<file path="config.mk">
export PLATFORM = sky130hd
export DESIGN_NAME = arm_logical_bitfield_alu
export DESIGN_NICKNAME = d
export VERILOG_FILES = /design/src/rtl/arm_lba_pkg.sv /design/src/rtl/arm_lba_shifter.sv /design/src/rtl/arm_lba_exec.sv /design/src/rtl/arm_logical_bitfield_alu.sv
export SDC_FILE = /design/constraint.sdc
export NUM_CORES = 1
export LEC_CHECK = 0
export ABC_AREA = 1
export BUFFER_PORTS_ARGS = -buffer_cell sky130_fd_sc_hd__buf_2
export CORE_ASPECT_RATIO = 2
export CORE_UTILIZATION = 40
export DETAILED_ROUTE_END_ITERATION = 6
export PLACE_DENSITY = 0.72
export SLEW_MARGIN = 40
export SYNTH_ARGS = -nofsm -noshare
export SYNTH_HDL_FRONTEND = slang
export SYNTH_SLANG_ARGS = --single-unit
</file>
<file path="constraint.sdc">
create_clock -name clk_i -period 3.6 [get_ports clk_i]
set_input_delay 0.18 -clock clk_i [delete_from_list [all_inputs] [get_ports clk_i]]
set_output_delay 0.18 -clock clk_i [all_outputs]
set_load 0.01 [all_outputs]
</file>
<file path="src/rtl/arm_lba_pkg.sv">
// Package for the logical and bitfield execute unit.
// Holds opcode, shift and condition codes, item and result types.
// Used by every module of the block; depends on nothing.
`default_nettype none

package arm_lba_pkg;

  localparam int unsigned XLEN       = 32;
  localparam int unsigned FLAGS_W    = 4;
  localparam int unsigned IN_DATA_W  = 128;
  localparam int unsigned OUT_DATA_W = 72;

  typedef enum logic [3:0] {
    OP_AND  = 4'd0,
    OP_ORR  = 4'd1,
    OP_EOR  = 4'd2,
    OP_BIC  = 4'd3,
    OP_TST  = 4'd4,
    OP_BFC  = 4'd5,
    OP_UXTB = 4'd6,
    OP_UXTH = 4'd7,
    OP_SXTB = 4'd8,
    OP_SXTH = 4'd9,
    OP_CLZ  = 4'd10
  } op_e;

  typedef enum logic [2:0] {
    SH_LSL = 3'd0,
    SH_LSR = 3'd1,
    SH_ASR = 3'd2,
    SH_ROR = 3'd3,
    SH_RRX = 3'd4
  } shift_e;

  typedef enum logic [2:0] {
    CG_EQ = 3'd0,
    CG_CS = 3'd1,
    CG_MI = 3'd2,
    CG_VS = 3'd3,
    CG_HI = 3'd4,
    CG_GE = 3'd5,
    CG_GT = 3'd6,
    CG_AL = 3'd7
  } cond_grp_e;

  localparam logic [XLEN-1:0] BYTE_MASK = 32'h0000_00FF;
  localparam logic [XLEN-1:0] HALF_MASK = 32'h0000_FFFF;
  localparam logic [XLEN-1:0] ALL_ONES  = 32'hFFFF_FFFF;
  localparam logic [XLEN-1:0] PC_STEP   = 32'd4;

  typedef struct packed {
    logic [3:0]      opcode;
    logic [3:0]      cond;
    logic [XLEN-1:0] pc_value;
    logic [XLEN-1:0] rn_value;
    logic [XLEN-1:0] operand_value;
    logic [2:0]      shift_kind;
    logic [5:0]      shift_amount;
    logic            carry_in;
    logic            set_flags;
    logic            dest_is_pc;
    logic [4:0]      field_msb;
    logic [4:0]      field_lsb;
  } item_t;

  typedef struct packed {
    logic               executed;
    logic [XLEN-1:0]    result_value;
    logic               reg_write;
    logic [XLEN-1:0]    next_pc;
    logic [FLAGS_W-1:0] flags_out;
    logic               thumb_out;
    logic               error;
  } result_t;

endpackage

`default_nettype wire

</file>
<file path="src/rtl/arm_lba_shifter.sv">
// Barrel shifter with carry-out: LSL, LSR, ASR, ROR and RRX.
// Depends on arm_lba_pkg.
`default_nettype none

module arm_lba_shifter (
  input  wire logic [arm_lba_pkg::XLEN-1:0] value_i,
  input  wire logic [2:0]                   kind_i,
  input  wire logic [5:0]                   amount_i,
  input  wire logic                         carry_i,
  output logic      [arm_lba_pkg::XLEN-1:0] value_o,
  output logic                              carry_o
);
  import arm_lba_pkg::*;

  logic [XLEN:0]          lsl_w;
  logic [XLEN:0]          lsr_w;
  logic signed [XLEN:0]   asr_w;
  logic [2*XLEN-1:0]      ror_w;

  assign lsl_w = {1'b0, value_i} << amount_i;
  assign lsr_w = {value_i, 1'b0} >> amount_i;
  assign asr_w = $signed({value_i, 1'b0}) >>> amount_i;
  assign ror_w = {value_i, value_i} >> amount_i[4:0];

  always_comb begin
    value_o = value_i;
    carry_o = carry_i;
    if (kind_i == SH_RRX) begin
      value_o = {carry_i, value_i[XLEN-1:1]};
      carry_o = value_i[0];
    end else if (amount_i != '0) begin
      case (kind_i)
        SH_LSR: begin
          value_o = lsr_w[XLEN:1];
          carry_o = lsr_w[0];
        end
        SH_ASR: begin
          value_o = asr_w[XLEN:1];
          carry_o = asr_w[0];
        end
        SH_ROR: begin
          value_o = ror_w[XLEN-1:0];
          carry_o = ror_w[XLEN-1];
        end
        default: begin
          value_o = lsl_w[XLEN-1:0];
          carry_o = lsl_w[XLEN];
        end
      endcase
    end
  end

endmodule

`default_nettype wire

</file>
<file path="src/rtl/arm_lba_exec.sv">
// Execute logic: condition check, logical ops, BFC, extends, CLZ, PC writes.
// Depends on arm_lba_pkg and arm_lba_shifter.
`default_nettype none

module arm_lba_exec (
  input  wire arm_lba_pkg::item_t                      item_i,
  input  wire logic [arm_lba_pkg::FLAGS_W-1:0]         flags_i,
  input  wire logic                                    thumb_i,
  output arm_lba_pkg::result_t                         res_o
);
  import arm_lba_pkg::*;

  logic [XLEN-1:0] sh_val;
  logic            sh_carry;
  logic            cg_r;
  logic            pass;
  logic [XLEN-1:0] logic_r;
  logic [XLEN-1:0] rot;
  logic [XLEN-1:0] bfc_mask;
  logic [XLEN-1:0] rot_w;
  logic [2*XLEN-1:0] rot_x;
  logic [FLAGS_W-1:0] nzc_flags;

  function automatic logic [5:0] clz32(input logic [XLEN-1:0] x);
    logic [3:0] byte_cnt [4];
    logic [5:0] cnt;
    logic       found;
    for (int b = 0; b < 4; b++) begin
      byte_cnt[b] = 4'd8;
      for (int i = 0; i < 8; i++) begin
        if (x[8*b + i]) byte_cnt[b] = 4'(7 - i);
      end
    end
    cnt   = 6'd32;
    found = 1'b0;
    for (int b = 3; b >= 0; b--) begin
      if (!found && byte_cnt[b] != 4'd8) begin
        cnt   = 6'(8 * (3 - b)) + {2'b00, byte_cnt[b]};
        found = 1'b1;
      end
    end
    return cnt;
  endfunction

  arm_lba_shifter u_shifter (
    .value_i  (item_i.operand_value),
    .kind_i   (item_i.shift_kind),
    .amount_i (item_i.shift_amount),
    .carry_i  (item_i.carry_in),
    .value_o  (sh_val),
    .carry_o  (sh_carry)
  );

  always_comb begin
    unique case (item_i.cond[3:1])
      CG_EQ:   cg_r = flags_i[2];
      CG_CS:   cg_r = flags_i[1];
      CG_MI:   cg_r = flags_i[3];
      CG_VS:   cg_r = flags_i[0];
      CG_HI:   cg_r = flags_i[1] && !flags_i[2];
      CG_GE:   cg_r = (flags_i[3] == flags_i[0]);
      CG_GT:   cg_r = (flags_i[3] == flags_i[0]) && !flags_i[2];
      default: cg_r = 1'b1;
    endcase
  end

  assign pass = (item_i.cond[3:1] == CG_AL) ? 1'b1 : (item_i.cond[0] ? !cg_r : cg_r);

  always_comb begin
    unique case (item_i.opcode)
      OP_ORR:  logic_r = item_i.rn_value | sh_val;
      OP_EOR:  logic_r = item_i.rn_value ^ sh_val;
      OP_BIC:  logic_r = item_i.rn_value & ~sh_val;
      default: logic_r = item_i.rn_value & sh_val;
    endcase
  end

  assign nzc_flags = {logic_r[XLEN-1], logic_r == '0, sh_carry, flags_i[0]};

  assign rot_x = {item_i.operand_value, item_i.operand_value} >> item_i.shift_amount[4:0];
  assign rot_w = rot_x[XLEN-1:0];
  assign rot   = rot_w;

  always_comb begin
    for (int i = 0; i < XLEN; i++) begin
      bfc_mask[i] = (5'(i) >= item_i.field_lsb) && (5'(i) <= item_i.field_msb);
    end
  end

  always_comb begin
    res_o.executed     = 1'b0;
    res_o.result_value = '0;
    res_o.reg_write    = 1'b0;
    res_o.next_pc      = item_i.pc_value + PC_STEP;
    res_o.flags_out    = flags_i;
    res_o.thumb_out    = thumb_i;
    res_o.error        = 1'b0;
    if (pass) begin
      unique case (item_i.opcode)
        OP_TST: begin
          res_o.flags_out = nzc_flags;
          res_o.executed  = 1'b1;
        end
        OP_AND, OP_ORR, OP_EOR, OP_BIC: begin
          if (item_i.dest_is_pc) begin
            if (logic_r[0]) begin
              res_o.thumb_out    = 1'b1;
              res_o.next_pc      = {logic_r[XLEN-1:1], 1'b0};
              res_o.result_value = {logic_r[XLEN-1:1], 1'b0};
              res_o.executed     = 1'b1;
            end else if (!logic_r[1]) begin
              res_o.thumb_out    = 1'b0;
              res_o.next_pc      = logic_r;
              res_o.result_value = logic_r;
              res_o.executed     = 1'b1;
            end else begin
              res_o.error = 1'b1;
            end
          end else begin
            if (item_i.set_flags) res_o.flags_out = nzc_flags;
            res_o.result_value = logic_r;
            res_o.reg_write    = 1'b1;
            res_o.executed     = 1'b1;
          end
        end
        OP_BFC: begin
          if (item_i.field_msb >= item_i.field_lsb) begin
            res_o.result_value = item_i.rn_value & ~bfc_mask;
            res_o.reg_write    = 1'b1;
            res_o.executed     = 1'b1;
          end else begin
            res_o.error = 1'b1;
          end
        end
        OP_UXTB, OP_UXTH, OP_SXTB, OP_SXTH, OP_CLZ: begin
          unique case (item_i.opcode)
            OP_UXTB: res_o.result_value = rot & BYTE_MASK;
            OP_UXTH: res_o.result_value = rot & HALF_MASK;
            OP_SXTB: res_o.result_value = rot[7] ? (rot | (ALL_ONES & ~BYTE_MASK))
                                                 : (rot & BYTE_MASK);
            OP_SXTH: res_o.result_value = rot[15] ? (rot | (ALL_ONES & ~HALF_MASK))
                                                  : (rot & HALF_MASK);
            default: res_o.result_value = {26'd0, clz32(item_i.operand_value)};
          endcase
          res_o.reg_write = 1'b1;
          res_o.executed  = 1'b1;
        end
        default: begin
          res_o.executed = 1'b0;
        end
      endcase
    end
  end

endmodule

`default_nettype wire

</file>
<file path="src/rtl/arm_logical_bitfield_alu.sv">
// Top level of the logical and bitfield execute unit: input register,
// execute logic and result register, with the NZCV and Thumb state.
// Depends on arm_lba_pkg and arm_lba_exec.
//
// Usage:
//   Requests arrive on the s_axis channel, one decoded ARM-state
//   instruction each; every request gives exactly one result on m_axis.
//   A request is taken into the input register; when the result register
//   can advance, the execute logic evaluates it against the current flags
//   and the result register captures it, raising m_axis_tvalid. Throughput
//   is one request per cycle while m_axis_tready is high, set by the single
//   flag feedback path from the result side back to the condition check.
//   NZCV and the Thumb bit update as each request moves into the result
//   register, so back-to-back requests see the flags of the one before.
//   When the receiver stalls, the result register holds and the input
//   register still takes one more request; s_axis_tready then drops until
//   the result is taken.
//   Reset clears both valid stages, the flags (to zero) and the Thumb bit
//   (ARM state).
`default_nettype none

module arm_logical_bitfield_alu (
  input  wire logic                                 clk_i,
  input  wire logic                                 rst_ni,
  input  wire logic                                 s_axis_tvalid,
  output logic                                      s_axis_tready,
  // opcode[3:0], cond[7:4], pc_value[39:8], rn_value[71:40],
  // operand_value[103:72], shift_kind[106:104], shift_amount[112:107],
  // carry_in[113], set_flags[114], dest_is_pc[115], field_msb[120:116],
  // field_lsb[125:121], zero fill[127:126]
  input  wire logic [arm_lba_pkg::IN_DATA_W-1:0]    s_axis_tdata,
  output logic                                      m_axis_tvalid,
  input  wire logic                                 m_axis_tready,
  // executed[0], result_value[32:1], reg_write[33], next_pc[65:34],
  // flags_out[69:66], thumb_out[70], error[71]
  output logic      [arm_lba_pkg::OUT_DATA_W-1:0]   m_axis_tdata
);
  import arm_lba_pkg::*;

  item_t              item_d;
  item_t              item_q;
  logic               in_valid_q;
  result_t            res_d;
  result_t            res_q;
  logic               out_valid_q;
  logic [FLAGS_W-1:0] flags_q;
  logic               thumb_q;
  logic               adv;
  logic               in_take;

  assign item_d = '{
    opcode:        s_axis_tdata[3:0],
    cond:          s_axis_tdata[7:4],
    pc_value:      s_axis_tdata[39:8],
    rn_value:      s_axis_tdata[71:40],
    operand_value: s_axis_tdata[103:72],
    shift_kind:    s_axis_tdata[106:104],
    shift_amount:  s_axis_tdata[112:107],
    carry_in:      s_axis_tdata[113],
    set_flags:     s_axis_tdata[114],
    dest_is_pc:    s_axis_tdata[115],
    field_msb:     s_axis_tdata[120:116],
    field_lsb:     s_axis_tdata[125:121]
  };

  assign adv           = in_valid_q && (!out_valid_q || m_axis_tready);
  assign s_axis_tready = !in_valid_q || adv;
  assign in_take       = s_axis_tvalid && s_axis_tready;

  arm_lba_exec u_exec (
    .item_i  (item_q),
    .flags_i (flags_q),
    .thumb_i (thumb_q),
    .res_o   (res_d)
  );

  always_ff @(posedge clk_i or negedge rst_ni) begin
    if (!rst_ni) begin
      in_valid_q  <= 1'b0;
      out_valid_q <= 1'b0;
      flags_q     <= '0;
      thumb_q     <= 1'b0;
    end else begin
      if (s_axis_tready) in_valid_q <= s_axis_tvalid;
      if (adv) begin
        out_valid_q <= 1'b1;
        flags_q     <= res_d.flags_out;
        thumb_q     <= res_d.thumb_out;
      end else if (m_axis_tready) begin
        out_valid_q <= 1'b0;
      end
    end
  end

  always_ff @(posedge clk_i) begin
    if (in_take) item_q <= item_d;
    if (adv)     res_q  <= res_d;
  end

  assign m_axis_tvalid = out_valid_q;
  assign m_axis_tdata  = {res_q.error, res_q.thumb_out, res_q.flags_out, res_q.next_pc,
                          res_q.reg_write, res_q.result_value, res_q.executed};

`ifndef ASSERT_OFF
  a_state_holds: assert property (@(posedge clk_i) disable iff (!rst_ni)
    !adv |=> ($stable(flags_q) && $stable(thumb_q)))
    else $error("flags or thumb changed without a request advancing");

  a_out_matches_state: assert property (@(posedge clk_i) disable iff (!rst_ni)
    adv |=> (res_q.flags_out == flags_q && res_q.thumb_out == thumb_q))
    else $error("result flags differ from stored state");

  a_err_not_exec: assert property (@(posedge clk_i) disable iff (!rst_ni)
    out_valid_q |-> !(res_q.error && res_q.executed))
    else $error("result marked both executed and error");

  a_write_needs_exec: assert property (@(posedge clk_i) disable iff (!rst_ni)
    out_valid_q && res_q.reg_write |-> res_q.executed)
    else $error("register write without execution");

  a_input_held: assert property (@(posedge clk_i) disable iff (!rst_ni)
    in_valid_q && !adv |=> in_valid_q)
    else $error("input stage dropped a pending request");
`endif

endmodule

`default_nettype wire

</file>
* Yosys cells after proc, flatten, opt, wreduce, memory -nomap -nowiden
Cells that the tools add are included.
Operators by class: magnitude comparators 65, shift operators 4, muxes and demuxes 98, equality and inequality tests 26, bitwise logic cells 7, reduce and logical (&&, ||, !) cells 57, $add $sub $neg 4
Operator list (number):
- 2-to-1 mux 32 bit | 8
- one-hot mux 32 bit (3 select lines) | 2
- 2-to-1 mux 4 bit | 46
- one-hot mux 32 bit (4 select lines) | 1
- 2-to-1 mux 33 bit | 3
- one-hot mux 33 bit (3 select lines) | 1
- AND 32 bit | 3
- >= comparator 5 bit (first input constant) | 16
- <= comparator 5 bit (first input constant) | 16
- inverter 32 bit | 2
- >> shifter 64 x 5 -> 32 bit | 1
- >= comparator 4 x 5 -> 1 bit (first input constant) | 8
- <= comparator 4 x 5 -> 1 bit (first input constant) | 8
- logical AND 1 bit | 39
- 2-to-1 mux 38 bit | 1
- 2-to-1 mux 34 bit | 1
- << shifter 32 x 6 -> 33 bit | 1
- >> shifter 33 x 6 -> 33 bit | 1
- >>> shifter 33 x 6 -> 33 bit | 1
- adder 32 x 3 -> 32 bit (second input constant) | 1
- zero test 32 bit | 1
- bitwise OR 32 bit | 1
- XOR 32 bit | 1
- 2-to-1 mux 1 bit | 25
- 33 further kinds | 73
Storage, ports and cells: register bits after elaboration 205, input port bits 132, output and inout bits 74, word-level logic and storage cells 284

* Depth between registers and ports, before layout
depth after elaboration 33, gate-level depth with buffers 31, gate-level depth less buffers 30

* Hierarchy
From an unflattened synthesis, not the netlist that was laid out.
Second synthesis, totals: cell total of the unflattened synthesis 2830, area total of the unflattened synthesis 18711.7 um2
By module, submodules not included:
- arm_lba_exec | area an instance 6934.2 um2, seq. area each 0.0 um2, times used 1, cells an instance 1458
- arm_logical_bitfield_alu | area an instance 6218.5 um2, seq. area each 6120.9 um2, times used 1, cells an instance 229
- arm_lba_shifter | area an instance 5559.1 um2, seq. area each 0.0 um2, times used 1, cells an instance 1143

* Least setup slack after synthesis
No wires, ideal clock.
kind reg-to-reg, start point register out_valid_q, in the netlist m_axis_tvalid, end point register item_q[0] (netlist name), enable pin, stages on the path, launching flop included 4, setup time 0.479 ns, data required time 3.121 ns, clock period less this slack 3.609 ns, setup slack -0.009 ns, data arrival time 3.129 ns, buffers on the path 0, cell sequence dfrtp_1 > nand3_1 > nand2_1 > inv_1
Between the ends: longest elaborated chain between the ends 5
RTL lines:
- start, declared | RTL line arm_logical_bitfield_alu.sv:45 | logic out_valid_q;
- start signal, assigned | RTL line arm_logical_bitfield_alu.sv:80 | out_valid_q <= 1'b0;
- start signal, assigned | RTL line arm_logical_bitfield_alu.sv:86 | out_valid_q <= 1'b1;
- start signal, assigned | RTL line arm_logical_bitfield_alu.sv:90 | out_valid_q <= 1'b0;
- zero test 1 bit | RTL line arm_logical_bitfield_alu.sv:66 | assign adv = in_valid_q && (!out_valid_q || m_axis_tready);
- logical OR 1 bit | RTL line arm_logical_bitfield_alu.sv:66
- logical AND 1 bit | RTL line arm_logical_bitfield_alu.sv:66
- logical OR 1 bit | RTL line arm_logical_bitfield_alu.sv:67 | assign s_axis_tready = !in_valid_q || adv;
- net s_axis_tready | RTL line arm_logical_bitfield_alu.sv:26 | output logic s_axis_tready,
- logical AND 1 bit | RTL line arm_logical_bitfield_alu.sv:68 | assign in_take = s_axis_tvalid && s_axis_tready;
- net in_take | RTL line arm_logical_bitfield_alu.sv:49 | logic in_take;
- end signal, assigned | RTL line arm_logical_bitfield_alu.sv:96 | if (in_take) item_q <= item_d;
- end, declared | RTL line arm_logical_bitfield_alu.sv:41 | item_t item_q;
The timed path passes the listed nets, and every way through them passes these cells. A chain may end at the register's enable or synchronous reset.

==> results.sh <==
export IMPL_clk_transition_reported_paths_ns=0.08
export IMPL_leakage_power_summed_over_all_cells_nw=12.02
export IMPL_placedInstanceArea_um2=21200
export IMPL_max_slew_margin_pct=36.33
export IMPL_synth_top_family_by_area="simple AND/OR/NAND/NOR gates"
export IMPL_synth_warnings=0
export IMPL_hold_path_class="in -> async"
export IMPL_post_route_min_period_ns=3.962
export IMPL_grt_met2_usage_pct=81.20
export IMPL_ioPinCount=206
export IMPL_total_power_mw=9.530
export IMPL_global_route_peak_usage_layer="met2"
export IMPL_setup_viol_count_final=38
export IMPL_post_route_worst_setup_slack_ns=-0.3622
export IMPL_reg2reg_slack_ns=-0.36
export IMPL_starting_drc_count_in_detailed_routing=2421
export IMPL_floorplan_die_width_um=146.2
export IMPL_yosys_area_share_adder_pct=2.857
export IMPL_total_routing_usage_gr_pct=47.10
export IMPL_achievable_frequency_ghz=0.2524
export IMPL_seq_area_frac_synth_pct=36.45
export IMPL_cts_htree_levels=1
export IMPL_numCtsBuffers=19
export IMPL_grt_met3_usage_pct=12.97
export IMPL_part_of_the_power_in_the_clock_network_pct=21.7
export IMPL_worst_setup_path_end_kind="flop"
export IMPL_hold_viol=0
export IMPL_clkLatencyLatePin_ns=0.54
export IMPL_criticalPathCategory="reg -> reg"
export IMPL_synth_compound_area_share_pct=12.67
export IMPL_post_synth_xor_area_fraction_pct=1.210
export IMPL_drt_first_pass_iters=7
export IMPL_pwr_share_comb_pct=45.6
export IMPL_power_density_nw_per_um2=363.6
export IMPL_syn_area_um2=16640
export IMPL_grt_pass1_vias=21860
export IMPL_place_ws_ns=-0.4974
export IMPL_synth_ff_latch_count=203
export IMPL_worst_slew_pin_transition_ns=0.9487
export IMPL_finish_net_count=3323
export IMPL_worst_endpoint_data_arrival_time_ns=4.44
export IMPL_grt_max_degree=88
export IMPL_synthMuxAreaShare_pct=0
export IMPL_critical_path_required_ns=4.08
export IMPL_synth_fp_nets=2589
export IMPL_synth_cell_types=55
export IMPL_final_design_area_no_fill_um2=26210
export IMPL_postSynthCellCount=2419
export IMPL_synth_simple_gate_area_share_pct=37.78
export IMPL_final_min_period_over_clock_period_pct=110.1
export IMPL_antenna_found_initial=5
export IMPL_timing_setup_tns_ns=-3.408
export IMPL_post_drt_wl_per_cell_um=28.29
export IMPL_detail_route_drc_violations=7
export IMPL_dp_hpwl_um=75110
export IMPL_antenna_left=0
export IMPL_grt_overflow_total=0
export IMPL_cts_root_buf="sky130_fd_sc_hd__clkbuf_16"
export IMPL_gp_routability_congestion=1.081
export IMPL_status="complete, but fails checks"
export IMPL_clockBufferDepth=3
export IMPL_violations="design-rule violations, negative setup slack"
export IMPL_drt_vias_per_instance=6.073
export IMPL_start_util_pct=40.60
export IMPL_pwr_share_seq_pct=32.7
export IMPL_irDropWorstVdd_v=0.0005104
export IMPL_routed_wl_um=104800
export IMPL_slew_viol_final=0
export IMPL_areaGrowthSynthToFinish_pct=57.49
export IMPL_setup_clock_skew_after_layout_ns=0.02344
export IMPL_layout_filler_cells=3537
export IMPL_critPathLaunchType="flop"
export IMPL_drv_cap=0
export IMPL_site_row_count=105
export IMPL_r2r_end="flags_q[2]"
export IMPL_io_buffers=202
export IMPL_finalHoldWorstSlack_ns=0.03400
export IMPL_sw_frac_of_total_pct=40.83
export IMPL_post_synth_cell_area_avg_um2=6.880
export IMPL_number_of_vias_in_the_routed_layout=22490
export IMPL_floorplan_core_area_um2=40990
export IMPL_critical_path_reg2reg_startpoint="item_q[14]"
export IMPL_cell_depth_of_the_worst_flop_to_flop_path=26
export IMPL_grt_pass1_wl_um=143300
export IMPL_cellInternalPower_mw=5.639
export IMPL_cts_sink_count=203
export IMPL_crit_fanout=15
export IMPL_power_switching_mw=3.891
export IMPL_rsz_0062_raised_after_global_routing="true"
export IMPL_cts_tree="built"
export IMPL_floorplan_die_area_um2=42480
export IMPL_drive_above_1_share_pct=37.71
export IMPL_met1_usage_pct=40.89
export IMPL_die_h_um=290.5
[layout by cell type, fill, tap and decap left out, drive strengths merged, types with 4 or more instances in the layout]
cell	count
xor2	18
o31ai	4
o311ai	4
clkbuf	29
a211oi	4
nor4	9
a221oi	7
o21bai	4
ha	38
edfxtp	197
nor2	158
a31oi	30
nand3	473
buf	696
nand2	757
o211ai	21
inv	217
a32oi	4
nand4	20
dlygate4sd3	130
or2	9
clkinv	9
o21ai	151
dfrtp	6
nor3	19
xnor2	5
a21oi	120
and2	4
[logic make-up (layout without fill, tap and decap cells)]
family,count (synthesis),in the layout
XOR/XNOR,23,23
adder cells (fa/ha/maj),38,38
buffers and inverters,338,1085
flip-flops,203,203
other,1,3
AO/OA/AOI/OAI,364,364
AND/OR/NAND/NOR,1452,1452
[final cells by class]
type	count	area, µm²	area share [%]
multi-input cells	1878	11230	42.86
repair buffers	833	6768	25.82
flip-flops and latches	203	6066	23.14
inverters	217	858.3	3.275
well taps	535	669.4	2.554
clock buffers	22	496.7	1.895
clock inverters	12	105.1	0.4010
repair inverters	1	8.758	0.03341
diodes	2	5.005	0.01909
[worst max path at each step]
stage	from	to	slack, ns	cells past startpoint
after floorplan	m_axis_tvalid	item_q[0]	0.62	3
after global placement	item_q[13]	flags_q[2]	-0.45	29
after detailed placement	item_q[13]	flags_q[2]	-0.50	29
after CTS	item_q[13]	flags_q[2]	-0.15	33
after global routing	item_q[13]	flags_q[2]	-0.42	31
final	item_q[14]	flags_q[2]	-0.36	26
[critical path, cell delays in order (launching register included)]
cell,delay (ns)
sky130_fd_sc_hd__edfxtp_1,0.54
sky130_fd_sc_hd__inv_4,0.15
sky130_fd_sc_hd__buf_4,0.21
sky130_fd_sc_hd__clkbuf_16,0.21
sky130_fd_sc_hd__nand3_1,0.13
sky130_fd_sc_hd__nand3_1,0.14
sky130_fd_sc_hd__nand3_2,0.16
sky130_fd_sc_hd__a21oi_2,0.24
sky130_fd_sc_hd__nor2_2,0.08
sky130_fd_sc_hd__o21ai_4,0.22
sky130_fd_sc_hd__nand2_2,0.09
sky130_fd_sc_hd__nand2_2,0.10
sky130_fd_sc_hd__ha_1,0.25
sky130_fd_sc_hd__nand2_1,0.13
sky130_fd_sc_hd__o21ai_2,0.09
sky130_fd_sc_hd__inv_2,0.13
sky130_fd_sc_hd__nand2_4,0.08
sky130_fd_sc_hd__nor2_2,0.13
sky130_fd_sc_hd__nand2_1,0.09
sky130_fd_sc_hd__nor2_1,0.11
sky130_fd_sc_hd__buf_4,0.16
sky130_fd_sc_hd__nand2_4,0.06
sky130_fd_sc_hd__nor2_2,0.13
sky130_fd_sc_hd__nand2_1,0.08
sky130_fd_sc_hd__nand2_2,0.07
sky130_fd_sc_hd__nand2_1,0.05
sky130_fd_sc_hd__nand2_1,0.09
[state kept, by name, indices dropped and copies added, names as in the netlist]
signal and cells:
flags_q 3, in_valid_q 1, item_q 126, m_axis_tdata 71, m_axis_tvalid 1, thumb_q 1
[synth_stat cells, drive strengths merged]
| cell | n | area (µm²) |
|---|---|---|
| a211oi | 4 | 30.03 |
| a21o | 1 | 7.510 |
| a21oi | 120 | 615.6 |
| a221oi | 7 | 61.31 |
| a22oi | 1 | 7.510 |
| a311oi | 2 | 17.52 |
| a31o | 1 | 8.760 |
| a31oi | 30 | 219.0 |
| a32o | 2 | 20.02 |
| a32oi | 4 | 35.03 |
| a41oi | 2 | 17.52 |
| and2 | 4 | 25.02 |
| buf | 71 | 490.5 |
| clkbuf | 50 | 187.7 |
| conb | 1 | 3.750 |
| dfrtp | 6 | 150.1 |
| edfxtp | 197 | 5916 |
| ha | 38 | 475.5 |
| inv | 217 | 822.0 |
| nand2 | 757 | 2879 |
| nand3 | 473 | 2407 |
| nand3b | 3 | 22.52 |
| nand4 | 20 | 125.1 |
| nor2 | 158 | 620.6 |
| nor3 | 19 | 95.09 |
| nor4 | 9 | 56.30 |
| o211ai | 21 | 157.7 |
| o21ai | 151 | 767.0 |
| o21bai | 4 | 30.03 |
| o221ai | 3 | 26.28 |
| o22ai | 3 | 18.77 |
| o311ai | 4 | 35.04 |
| o31ai | 4 | 35.03 |
| or2 | 9 | 56.31 |
| xnor2 | 5 | 43.79 |
| xor2 | 18 | 157.7 |
[through the flow]
stage / cells / util [%]
after floorplan: 2419 / -
after global placement: 3472 / 51.67
after detailed placement: 3473 / 51.73
after CTS: 3660 / 57.98
after global routing: 3701 / 63.93
final: 3703 / 63.95
[power groups by stage]
stage / logic, mW / clock network, mW / registers (mW)
2_1_floorplan: 1.55 / 0 / 3.14
3_3_place_gp: 3.27 / 0 / 3.14
3_5_place_dp: 3.32 / 0 / 3.13
4_1_cts: 3.59 / 2.06 / 3.08
5_1_grt: 4.54 / 2.12 / 3.12
6_report: 4.35 / 2.07 / 3.11
[what timing repair did]
action                                  4_1_cts  5_1_grt
hold endpoints to repair                    134        0
setup buffers                                23       32
gates cloned                                  1        8
endpoints found under the setup margin       70       74
pin swaps                                    18      123
hold buffers                                130        0
gates resized for setup                     126      497
[per-layer routing]
layer	vias up	routed length (µm)	part of all wire, %
met2	1539	51120	49
li1	9747	-	-
met1	10530	29980	29
met3	669	8973	8.6
met4	4	14670	14
met5	-	27	0.026
Note: power is estimated with default switching activity, not from simulation.
